File: src/hdl/prwq_pkg.sv
// Shared types and codes for the process ready/wait queue engine.
// Holds the command and result transaction structs, the opcode, status and
// result codes, and the controller state type. Depends on nothing.
package prwq_pkg;

	localparam int ID_W     = 4;
	localparam int OPCODE_W = 3;
	localparam int STATUS_W = 3;
	localparam int RESULT_W = 3;

	typedef logic [ID_W-1:0]     proc_id_t;
	typedef logic [OPCODE_W-1:0] opcode_t;
	typedef logic [STATUS_W-1:0] status_t;
	typedef logic [RESULT_W-1:0] result_t;

	// Opcodes
	localparam opcode_t OP_INSERT_READY = 3'd0;
	localparam opcode_t OP_INSERT_WAIT  = 3'd1;
	localparam opcode_t OP_WAKE_PARENT  = 3'd2;
	localparam opcode_t OP_SCHEDULE     = 3'd3;
	localparam opcode_t OP_SET_STATUS   = 3'd4;

	// Process status codes
	localparam status_t ST_FREE    = 3'd0;
	localparam status_t ST_READY   = 3'd1;
	localparam status_t ST_RUNNING = 3'd2;
	localparam status_t ST_BLOCKED = 3'd3;
	localparam status_t ST_ZOMBIE  = 3'd4;

	// Result codes
	localparam result_t RC_DONE      = 3'd0;
	localparam result_t RC_ALREADY   = 3'd1;
	localparam result_t RC_NOTFOUND  = 3'd2;
	localparam result_t RC_SCHEDULED = 3'd3;
	localparam result_t RC_SHUTDOWN  = 3'd4;
	localparam result_t RC_STUCK     = 3'd5;
	localparam result_t RC_REJECTED  = 3'd6;

	typedef struct packed {
		opcode_t  opcode;
		proc_id_t proc_id;
		status_t  new_status;
	} cmd_t;

	typedef struct packed {
		result_t  result_code;
		proc_id_t chosen_id;
	} rsp_t;

	// Access to the link memory, addressed by process id
	typedef struct packed {
		logic     we;
		proc_id_t waddr;
		proc_id_t wdata;
		proc_id_t raddr;
	} link_req_t;

	typedef enum logic [2:0] {
		S_IDLE,
		S_EXEC,
		S_POP,
		S_WHEAD,
		S_WALK,
		S_UNLINK,
		S_APPEND,
		S_DONE
	} state_t;

endpackage

File: src/hdl/prwq_ram.sv
// Generic single-write, single-read synchronous RAM with registered read.
// No dependencies. Read of an address written in the same cycle returns old data.
module prwq_ram #(
	parameter int WIDTH = 4,
	parameter int DEPTH = 16
) (
	input  logic                     clk,
	input  logic                     we,
	input  logic [$clog2(DEPTH)-1:0] waddr,
	input  logic [WIDTH-1:0]         wdata,
	input  logic [$clog2(DEPTH)-1:0] raddr,
	output logic [WIDTH-1:0]         rdata
);

	logic [WIDTH-1:0] mem [DEPTH];

	// Write port and registered read port
	always_ff @(posedge clk) begin
		if (we) begin
			mem[waddr] <= wdata;
		end
		rdata <= mem[raddr];
	end

endmodule

File: src/hdl/prwq_ctrl.sv
// Command sequencer for the ready/wait queue engine: list heads, tails,
// membership and activity flags, and the walk over the link memory.
// Depends on prwq_pkg; drives the link RAM through a link_req_t bundle.
module prwq_ctrl import prwq_pkg::*; #(
	parameter int NUM_PROCS = 16
) (
	input  logic      clk,
	input  logic      arst_n,
	input  logic      cmd_valid,
	output logic      cmd_ready,
	input  cmd_t      cmd,
	output logic      res_valid,
	input  logic      res_ready,
	output rsp_t      res,
	output link_req_t mem_req,
	input  proc_id_t  mem_rdata
);

	localparam int AW = $clog2(NUM_PROCS);
	localparam int CW = $clog2(NUM_PROCS + 1);

	state_t         state_q, state_d;
	cmd_t           cmd_q;
	proc_id_t       ready_head_q, ready_tail_q, wait_head_q, wait_tail_q;
	proc_id_t       prev_q;
	logic [CW-1:0]  walk_cnt_q;
	logic [NUM_PROCS-1:0] in_ready_q, in_wait_q, active_q;
	result_t        rc_q;
	proc_id_t       chosen_q;

	logic [AW-1:0]  idx;
	logic [AW-1:0]  rh_idx;
	logic           id_ok;
	logic           rdy_empty;
	logic           wt_empty;
	logic           walk_last;
	logic           id_in_ready;
	logic           id_in_wait;

	assign idx         = AW'(cmd_q.proc_id);
	assign rh_idx      = AW'(ready_head_q);
	assign id_ok       = (32'(cmd_q.proc_id) < NUM_PROCS);
	assign rdy_empty   = ~|in_ready_q;
	assign wt_empty    = ~|in_wait_q;
	assign walk_last   = (walk_cnt_q == CW'(NUM_PROCS - 1));
	assign id_in_ready = id_ok && in_ready_q[idx];
	assign id_in_wait  = id_ok && in_wait_q[idx];

	// Next state
	always_comb begin
		state_d = state_q;
		case (state_q)
			S_IDLE: begin
				if (cmd_valid) begin
					state_d = S_EXEC;
				end
			end
			S_EXEC: begin
				case (cmd_q.opcode)
					OP_SCHEDULE: begin
						state_d = rdy_empty ? S_DONE : S_POP;
					end
					OP_WAKE_PARENT: begin
						if (!id_in_wait) begin
							state_d = S_DONE;
						end else if (wait_head_q == cmd_q.proc_id) begin
							state_d = (wait_tail_q != cmd_q.proc_id) ? S_WHEAD : S_APPEND;
						end else begin
							state_d = S_WALK;
						end
					end
					default: state_d = S_DONE;
				endcase
			end
			S_POP:    state_d = S_DONE;
			S_WHEAD:  state_d = S_APPEND;
			S_WALK: begin
				if (mem_rdata == cmd_q.proc_id) begin
					state_d = S_UNLINK;
				end else if (walk_last) begin
					state_d = S_APPEND;
				end
			end
			S_UNLINK: state_d = S_APPEND;
			S_APPEND: state_d = S_DONE;
			S_DONE: begin
				if (res_ready) begin
					state_d = S_IDLE;
				end
			end
			default:  state_d = S_IDLE;
		endcase
	end

	// Outputs: handshakes and link memory accesses
	always_comb begin
		cmd_ready         = (state_q == S_IDLE);
		res_valid         = (state_q == S_DONE);
		res.result_code   = rc_q;
		res.chosen_id     = chosen_q;
		mem_req           = '0;
		case (state_q)
			S_EXEC: begin
				case (cmd_q.opcode)
					OP_SCHEDULE: begin
						mem_req.raddr = ready_head_q;
					end
					OP_WAKE_PARENT: begin
						mem_req.raddr = (wait_head_q == cmd_q.proc_id) ?
							cmd_q.proc_id : wait_head_q;
					end
					OP_INSERT_READY: begin
						if (id_ok && !id_in_ready && !id_in_wait && !rdy_empty) begin
							mem_req.we    = 1'b1;
							mem_req.waddr = ready_tail_q;
							mem_req.wdata = cmd_q.proc_id;
						end
					end
					OP_INSERT_WAIT: begin
						if (id_ok && !id_in_ready && !id_in_wait && !wt_empty) begin
							mem_req.we    = 1'b1;
							mem_req.waddr = wait_tail_q;
							mem_req.wdata = cmd_q.proc_id;
						end
					end
					default: begin
						mem_req.raddr = '0;
					end
				endcase
			end
			S_WALK: begin
				mem_req.raddr = (mem_rdata == cmd_q.proc_id) ? cmd_q.proc_id : mem_rdata;
			end
			S_UNLINK: begin
				mem_req.we    = 1'b1;
				mem_req.waddr = prev_q;
				mem_req.wdata = mem_rdata;
			end
			S_APPEND: begin
				if (!rdy_empty) begin
					mem_req.we    = 1'b1;
					mem_req.waddr = ready_tail_q;
					mem_req.wdata = cmd_q.proc_id;
				end
			end
			default: begin
				mem_req = '0;
			end
		endcase
	end

	// State register and list bookkeeping. The done state parts each command's
	// last write from the next command's first read, so no forwarding is needed.
	always_ff @(posedge clk or negedge arst_n) begin
		if (!arst_n) begin
			state_q      <= S_IDLE;
			cmd_q        <= '0;
			ready_head_q <= '0;
			ready_tail_q <= '0;
			wait_head_q  <= '0;
			wait_tail_q  <= '0;
			prev_q       <= '0;
			walk_cnt_q   <= '0;
			in_ready_q   <= '0;
			in_wait_q    <= '0;
			active_q     <= '0;
			rc_q         <= RC_NOTFOUND;
			chosen_q     <= '0;
		end else begin
			state_q <= state_d;
			case (state_q)
				S_IDLE: begin
					if (cmd_valid) begin
						cmd_q    <= cmd;
						rc_q     <= RC_NOTFOUND;
						chosen_q <= '0;
					end
				end
				S_EXEC: begin
					case (cmd_q.opcode)
						OP_INSERT_READY: begin
							if (id_in_ready) begin
								rc_q <= RC_ALREADY;
							end else if (id_in_wait) begin
								rc_q <= RC_REJECTED;
							end else if (id_ok) begin
								if (rdy_empty) begin
									ready_head_q <= cmd_q.proc_id;
								end
								ready_tail_q    <= cmd_q.proc_id;
								in_ready_q[idx] <= 1'b1;
								active_q[idx]   <= 1'b1;
								rc_q            <= RC_DONE;
							end
						end
						OP_INSERT_WAIT: begin
							if (id_in_wait) begin
								rc_q <= RC_ALREADY;
							end else if (id_in_ready) begin
								rc_q <= RC_REJECTED;
							end else if (id_ok) begin
								if (wt_empty) begin
									wait_head_q <= cmd_q.proc_id;
								end
								wait_tail_q    <= cmd_q.proc_id;
								in_wait_q[idx] <= 1'b1;
								active_q[idx]  <= 1'b1;
								rc_q           <= RC_DONE;
							end
						end
						OP_SCHEDULE: begin
							if (rdy_empty) begin
								rc_q <= (|active_q) ? RC_STUCK : RC_SHUTDOWN;
							end
						end
						OP_WAKE_PARENT: begin
							prev_q     <= wait_head_q;
							walk_cnt_q <= '0;
						end
						OP_SET_STATUS: begin
							if (id_ok) begin
								active_q[idx] <= !((cmd_q.new_status == ST_FREE) ||
									(cmd_q.new_status == ST_ZOMBIE));
								rc_q          <= RC_DONE;
							end
						end
						default: begin
							rc_q <= RC_NOTFOUND;
						end
					endcase
				end
				// Pop the ready head and mark it running
				S_POP: begin
					if (ready_tail_q != ready_head_q) begin
						ready_head_q <= mem_rdata;
					end
					in_ready_q[rh_idx] <= 1'b0;
					active_q[rh_idx]   <= 1'b1;
					chosen_q           <= ready_head_q;
					rc_q               <= RC_SCHEDULED;
				end
				S_WHEAD: begin
					wait_head_q <= mem_rdata;
				end
				// Advance the walk until the predecessor of the woken id is found
				S_WALK: begin
					if (mem_rdata != cmd_q.proc_id) begin
						prev_q     <= mem_rdata;
						walk_cnt_q <= walk_cnt_q + CW'(1);
					end
				end
				S_UNLINK: begin
					if (wait_tail_q == cmd_q.proc_id) begin
						wait_tail_q <= prev_q;
					end
				end
				// Drop from the wait list and append to the ready list
				S_APPEND: begin
					in_wait_q[idx] <= 1'b0;
					if (rdy_empty) begin
						ready_head_q <= cmd_q.proc_id;
					end
					ready_tail_q    <= cmd_q.proc_id;
					in_ready_q[idx] <= 1'b1;
					active_q[idx]   <= 1'b1;
					rc_q            <= RC_DONE;
				end
				default: begin
					walk_cnt_q <= walk_cnt_q;
				end
			endcase
		end
	end

	// A process sits on at most one list
	assert property (@(posedge clk) disable iff (!arst_n)
		(in_ready_q & in_wait_q) == '0)
		else $error("process on both lists");

	// The walk never runs past the number of processes
	assert property (@(posedge clk) disable iff (!arst_n)
		(state_q == S_WALK) |-> (walk_cnt_q < CW'(NUM_PROCS)))
		else $error("wait list walk overran");

	// Link writes happen only where a list is spliced
	assert property (@(posedge clk) disable iff (!arst_n)
		mem_req.we |-> (state_q == S_EXEC || state_q == S_UNLINK || state_q == S_APPEND))
		else $error("unexpected link write");

	// A handed-over result returns the sequencer to idle
	assert property (@(posedge clk) disable iff (!arst_n)
		(res_valid && res_ready) |=> (state_q == S_IDLE))
		else $error("sequencer did not return to idle");

	// A successful schedule leaves the chosen process off the ready list
	assert property (@(posedge clk) disable iff (!arst_n)
		(state_q == S_POP) |=> !in_ready_q[$past(rh_idx)])
		else $error("scheduled process still on ready list");

endmodule

File: src/hdl/process_ready_wait_queue_top.sv
// Process ready/wait queue engine: FIFO ready list and wait list over one link RAM.
// A command goes from idle through execute to done, then to the output register;
// schedule adds a pop; wake may update the head or walk the wait list, then appends.
// One command at a time: the next is accepted only once the last result has passed
// to the output register, later while that register holds an unaccepted result.
// Reset empties both lists and frees all processes; the link RAM is not cleared.
module process_ready_wait_queue_top import prwq_pkg::*; #(
	parameter int NUM_PROCS = 16
) (
	input  logic clk,
	input  logic arst_n,
	input  logic cmd_valid,
	output logic cmd_ready,
	input  cmd_t cmd,
	output logic rsp_valid,
	input  logic rsp_ready,
	output rsp_t rsp
);

	localparam int AW = $clog2(NUM_PROCS);

	link_req_t mem_req;
	proc_id_t  mem_rdata;
	logic      res_valid;
	logic      res_ready;
	rsp_t      res;
	logic      rsp_valid_q;
	rsp_t      rsp_q;

	prwq_ctrl #(
		.NUM_PROCS (NUM_PROCS)
	) u_ctrl (
		.clk       (clk),
		.arst_n    (arst_n),
		.cmd_valid (cmd_valid),
		.cmd_ready (cmd_ready),
		.cmd       (cmd),
		.res_valid (res_valid),
		.res_ready (res_ready),
		.res       (res),
		.mem_req   (mem_req),
		.mem_rdata (mem_rdata)
	);

	prwq_ram #(
		.WIDTH (ID_W),
		.DEPTH (NUM_PROCS)
	) u_link_ram (
		.clk   (clk),
		.we    (mem_req.we),
		.waddr (AW'(mem_req.waddr)),
		.wdata (mem_req.wdata),
		.raddr (AW'(mem_req.raddr)),
		.rdata (mem_rdata)
	);

	// Output register: hold the result until the transaction completes
	assign res_ready = !rsp_valid_q || rsp_ready;

	always_ff @(posedge clk or negedge arst_n) begin
		if (!arst_n) begin
			rsp_valid_q <= 1'b0;
		end else if (res_ready) begin
			rsp_valid_q <= res_valid;
		end
	end

	always_ff @(posedge clk) begin
		if (res_valid && res_ready) begin
			rsp_q <= res;
		end
	end

	assign rsp_valid = rsp_valid_q;
	assign rsp       = rsp_q;

endmodule
File: config.mk
export PLATFORM = sky130hd
export DESIGN_NAME = process_ready_wait_queue_top
export DESIGN_NICKNAME = d
export VERILOG_FILES = /design/src/hdl/prwq_pkg.sv /design/src/hdl/prwq_ram.sv /design/src/hdl/prwq_ctrl.sv /design/src/hdl/process_ready_wait_queue_top.sv
export SDC_FILE = /design/constraint.sdc
export NUM_CORES = 1
export LEC_CHECK = 0
export BUFFER_PORTS_ARGS = -buffer_cell sky130_fd_sc_hd__buf_2
export CORE_ASPECT_RATIO = 0.5
export CORE_MARGIN = 2
export CORE_UTILIZATION = 55
export CTS_CLUSTER_DIAMETER = 60
export DETAILED_ROUTE_END_ITERATION = 10
export GPL_TIMING_DRIVEN = 0
export PLACE_DENSITY = 0.76
export SKIP_CTS_REPAIR_TIMING = 1
export SLEW_MARGIN = 10
export SYNTH_ARGS = -nofsm -noshare
export SYNTH_HDL_FRONTEND = slang
export SYNTH_SLANG_ARGS = --single-unit
export TNS_END_PERCENT = 5
File: constraint.sdc
create_clock -name clk -period 5.35 [get_ports clk]
set_input_delay 1.07 -clock clk [delete_from_list [all_inputs] [get_ports clk]]
set_output_delay 1.07 -clock clk [all_outputs]
set_load 0.01 [all_outputs]
* Yosys cells after proc, flatten, opt, wreduce, memory -nomap -nowiden
Memories as Yosys holds them, arrays and structs flattened. A register that Yosys moved wholly into a read port is not among the register bits.
Cells that the tools add are included.
** Operators by class
- Muxes and demuxes :: 81
- Reductions and logical operators :: 39
- Bitwise operators :: 8
- Add/sub/neg operators :: 1
- Eq/ne operators :: 38
- $lt $le $gt $ge :: 4
** Operator list (count)
- 16-bit 2-to-1 mux :: 10
- 16-bit one-hot mux with 3 select lines :: 3
- 4-bit 2-to-1 mux :: 21
- 16-bit OR :: 4
- 4-bit one-hot mux with 2 select lines :: 7
- 16-bit OR reduction :: 3
- 3-bit 2-to-1 mux :: 14
- 16-bit AND :: 2
- 16-bit NOT :: 2
- 16-bit one-hot mux with 2 select lines :: 1
- 9-bit 2-to-1 mux :: 3
- 9-bit one-hot mux with 3 select lines :: 1
- 3-bit equality test, second input constant :: 6
- 3-bit one-hot mux with 6 select lines :: 1
- 9-bit one-hot mux with 2 select lines :: 1
- 16-bit bitwise mux :: 1
- 2-bit != test, second input constant :: 8
- 4-bit AND reduction :: 4
- 3-bit != test, second input constant :: 5
- 3-bit one-hot mux with 5 select lines :: 1
- 5-bit AND reduction :: 3
- 3-bit by 2-bit equality test with 1-bit output, second input constant :: 4
- 4-bit equality test :: 3
- 4-bit != test :: 3
- 27 further kinds :: 60
** Storage, ports and cells
- Register bits :: 101
- Input bits :: 14
- Word-level logic and storage cells :: 190
- RAM bits :: 64
- Memories kept :: 1
** Memories
- u_link_ram.mem :: depth 16, bits a word 4, read ports 1, clocked after Yosys merged registers in 1, write ports 1, RTL line prwq_ram.sv:15 : logic [WIDTH-1:0] mem [DEPTH];

* Depth between registers and ports, before layout
- Depth after elaboration :: 10
- Gate-level depth with buffers :: 10

* Cells and area by module
Synthesis repeated with hierarchy kept, for this count alone.
** Unflattened totals
- Cell total of the unflattened synthesis :: 717
- Area total of the unflattened synthesis :: 8355.5 µm²
** By module, submodules not included
- prwq_ctrl :: area an instance 5425.2 µm², times used 1, cells each 576
- prwq_ram :: area an instance 2666.3 µm², times used 1, cells each 130
- process_ready_wait_queue_top :: area an instance 264.0 µm², times used 1, cells each 11

* Worst setup path after synthesis
No wires, ideal clock.
- Path type :: flip-flop to flip-flop
- From :: reg u_ctrl.cmd_q, in the netlist u_ctrl.idx[1]
- To :: mem u_link_ram.mem[15][0] (enable)
- Library setup time :: 0.377 ns
- Cell stages (with the launch flop) :: 9
- Required time :: 4.973 ns
- Path slack :: 2.472 ns
- Arrival :: 2.502 ns
- Cell sequence :: dfrtp_1 -> buf_6 -> mux4_2 -> mux2i_4 -> nand4_4 -> a21oi_4 -> a22oi_2 -> a21boi_4 -> nor4bb_1
** Between the ends
- Word-level cells in the longest chain between the ends :: 10
- Elaborated cells between the ends (all ways) :: 15
- Classes of those cells :: 10 x mux; 5 x reduce/logical
** Ends and longest elaborated chain
- start, declared :: RTL line prwq_ctrl.sv:23 : cmd_t cmd_q;
- start signal, assigned :: RTL line prwq_ctrl.sv:174 : cmd_q <= cmd;
- 1-bit binary-select mux with 4-bit select (on tied branches) :: RTL line prwq_ctrl.sv:46, prwq_ctrl.sv:47
- 1-bit 2-to-1 mux (on tied branches) :: RTL line prwq_ctrl.sv:46, prwq_ctrl.sv:47
- 1-bit zero test (on tied branches)
- 1-bit logical AND (*) :: RTL line prwq_ctrl.sv:113, prwq_ctrl.sv:120
- 1-bit logical AND (on tied branches) :: RTL line prwq_ctrl.sv:120, prwq_ctrl.sv:113
- 9-bit 2-to-1 mux (on tied branches) :: RTL line prwq_ctrl.sv:120, prwq_ctrl.sv:113
- 9-bit one-hot mux with 2 select lines (*) :: RTL line prwq_ctrl.sv:104 : case (cmd_q.opcode)
- 9-bit one-hot mux with 3 select lines (*) :: RTL line prwq_ctrl.sv:102 : case (state_q)
- 1-bit 2-to-1 mux :: RTL line prwq_ram.sv:19 : if (we) begin
- 1-bit 2-to-1 mux (implied by the code) :: RTL line prwq_ram.sv:20 : mem[waddr] <= wdata;
- end, declared :: RTL line prwq_ram.sv:15
Mark *: on every way between the ends. The rest lies on a longest branch, timed or not. The select of a mux whose other input is x is not followed.

* Final worst setup path
- From :: reg u_ctrl.state_q[0]
- To :: mem u_link_ram.mem[4][1] (enable)
** Between the ends
- Word-level cells in the longest chain between the ends :: 4
- Elaborated cells between the ends (all ways) :: 6
- Classes of those cells :: 3 x eq/ne; 3 x mux
** Ends and longest elaborated chain
- start, declared :: RTL line prwq_ctrl.sv:22 : state_t state_q, state_d;
- start signal, assigned :: RTL line prwq_ctrl.sv:170 : state_q <= state_d;
- 3-bit equality test or 3-bit by 1-bit equality test with 1-bit output (tied branches) :: RTL line prwq_ctrl.sv:102
- 9-bit one-hot mux with 3 select lines (*) :: RTL line prwq_ctrl.sv:102
- 1-bit 2-to-1 mux :: RTL line prwq_ram.sv:19
- 1-bit 2-to-1 mux (implied by the code) :: RTL line prwq_ram.sv:20
Mark *: on every way between the ends. The rest lies on a longest branch, timed or not.

==> impl_metrics.yaml <==
outcome:
  status: "finished clean"
final_layout:
  seqCellArea_um2: 4540
  final_layout_size_suffix_gt1_share_pct: 20.0
  final_cell_area_um2: 9870
  multi_input_area_um2: 4070
  nFillCells: 1201
  antenna_cells: 0
  layout.nets: 815
  syn2layout_area_growth_pct: 11.1
routing:
  drc: 0
  drt_pass1_iterations: 7
  post_drt_via_cell_ratio: 6.54
  drt-initial-drc-count: 645
  drt_wl_total_mm: 22.4
  vias: 6643
  antenna_left: 0
  avgRoutedWirePerCell_um: 22.0
sta:
  fmax_mhz: 286
  report.final.slew_viol_count: 0
  fin_skew_ns: 0.0220
  slew_headroom_pct: 9.64
  worst_pin_slew_ns: 1.34
  fin_crit_sh_pct: 65.3
  layout_min_cycle_time_ns: 3.49
  hold_violations: 0
  setup_violations: 0
  rsz0062_at_grt: "no"
  tns_ns: 0
yosys:
  synth.area.top_cells: "dfrtp_1 26%, edfxtp_1 24%, mux2i_1 7.1%, o21ai_0 3.0%, a21oi_1 2.7%"
  syn_nets: 774
  synth_top_area_share_pct: 25.9
  synth_edf_count: 71
  mappedNetlistArea_um2: 8890
  ys.flop_type: "dfrtp_1"
  synthCells: 758
  yosysWarnings: 0
  async_flop_share_pct: 55.4
  yosys.area.top_type: "dfrtp_1"
  synth-seq-cells: 168
  yosysUniqueCellTypes: 76
  yosys-top-cells-count: "92 x dfrtp_1, 71 x edfxtp_1, 63 x mux2i_1"
  synth_most_common_cell: "dfrtp_1"
  ys_seq_area_share_pct: 51.1
  avgSynthCellArea_um2: 11.7
die:
  die_h_um: 93.9
  core_area_um2: 15600
  io_pins: 23
  dieArea_um2: 17300
  start_util_pct: 56.9
  die_x_um: 184
  row_count: 32
clocking:
  clock_path_buffers: 2
  clkSinkCount: 168
  clk_pin_slew_ns: 0.07
  clock_latency_ns: 0.45
  cts_max_level: 4
  cts_root_buf: "clkbuf_16"
  cts_made_buffers: 17
  cts_tree: "yes"
critical_path:
  cp.arrival_ns: 3.55
  criticalPathCategory: "reg -> reg"
  cp_cell_sequence: "buf_2 -> nor2b_1 -> and2_1 -> clkbuf_1 -> o21a_1 -> a221oi_4 -> nor4_1"
  crit_path_start_kind: "register"
  worst-path-max-fanout: 10
  endpoint_kind: "register"
  slowest_delay_ns: 0.85
  crit_slowest_cell: "nor4_1"
  critical_path_required_ns: 5.41
place:
  io_buffer_count: 21
  gp_congestion: 0.974
  placed_cell_area_um2: 9280
  dp_hpwl_mm: 15.4
worst_hold_path:
  hp-class: "reg -> reg"
grt:
  grt_pass1_wl_mm: 35.8
  grt_pass1_vias: 6645
  antenna_found_initial: 0
  grt.total_usage_pct: 27.5
  grt_max_degree: 50
  overflow: 0
run:
  maxCapViolCount: 0
pwr:
  power.density_nw_per_um2: 586
  power.static_leakage_nw: 3.59
  ir_drop_v: 0.000254
## through the flow
| step | hold WS [ns] | power [W] | std cells | utilization, % | worst slack, ns |
|---|---|---|---|---|---|
| 6_report | 0.455 | 0.00579 | 1016 | 63.2 | 1.86 |
| 3_5_place_dp | 0.437 | 0.00450 | 984 | 59.4 | 1.94 |
| 2_1_floorplan | 0.425 | 0.00381 | 758 | - | 2.47 |
| 3_3_place_gp | 0.433 | 0.00441 | 983 | 59.2 | 2.07 |
| 5_1_grt | 0.462 | 0.00607 | 1016 | 63.2 | 1.63 |
| 4_1_cts | 0.455 | 0.00574 | 1016 | 63.2 | 1.92 |
## final cells by class
type / count / share of cell area (%)
inverters: 11 / 0.418
flip-flops and latches: 168 / 46.0
plain buffers: 50 / 2.41
repair buffers: 22 / 1.37
multi-input cells: 529 / 41.2
well taps: 204 / 2.58
clock buffers: 17 / 4.31
clock inverters: 15 / 1.75
## cell usage in the layout, fill, tap and decap left out, types with 16 or more instances in the layout
cell type and instances:
dfrtp_1 92, clkbuf_1 29, o21ai_0 54, nand2_1 54
buf_2 33, nand3_1 16, nor4_1 20, edfxtp_1 71
clkbuf_16 17, mux2i_1 63, a21oi_1 48, a21oi_2 20
nor2_1 32, mux2_2 21
## layer usage
metal | global-route usage (%) | part of all wire [%]
met3 | 6.98 | 7.7
met2 | 44.5 | 47
met4 | 10.1 | 3.2
met5 | 0 | 0
met1 | 36.1 | 42
## power by group
| part | switching (W) | leakage [nW] | internal [W] | total, W |
|---|---|---|---|---|
| Combinational | 0.00162 | 1.48 | 0.000918 | 0.00254 |
| Sequential | 0.000244 | 1.83 | 0.00176 | 0.00201 |
| Clock | 0.000611 | 0.289 | 0.000631 | 0.00124 |
## critical path, delay by kind of cell, from the launching register on
kind                   cells  cell delay, ns
AND/OR/NAND/NOR            3            1.52
buffers and inverters      2            0.62
AO/OA/AOI/OAI              2            0.59
flip-flops                 1            0.38
## kinds of logic after synthesis
group / count (synthesis) / synth area share, %
buffers and inverters: 61 / 3.14
flip-flops: 168 / 51.1
AO/OA/AOI/OAI: 204 / 16.2
adder cells (fa/ha/maj): 2 / 0.282
multiplexers: 108 / 14.5
XOR/XNOR: 16 / 1.58
AND/OR/NAND/NOR: 199 / 13.2
## final timing paths
| check | from | end | slack [ns] | cells past startpoint |
|---|---|---|---|---|
| max | u_ctrl.state_q[0]$_DFFE_PN0P_ | u_link_ram.mem[4][1]$_DFFE_PP_ | 1.86 | 7 |
| min | u_ctrl.chosen_q[3]$_DFFE_PN0P_ | rsp[3]$_DFFE_PP_ | 0.46 | 0 |
| max reg2reg | u_ctrl.state_q[0]$_DFFE_PN0P_ | u_link_ram.mem[4][1]$_DFFE_PP_ | 1.86 | 7 |
| min reg2reg | u_ctrl.chosen_q[3]$_DFFE_PN0P_ | rsp[3]$_DFFE_PP_ | 0.46 | 0 |
| max in group asynchronous | arst_n | u_ctrl.cmd_q[0]$_DFFE_PN0P_ | 4.06 | 2 |
| min in group asynchronous | arst_n | async pin | 0.64 | 1 |
Note: power is estimated with default switching activity, not from simulation.
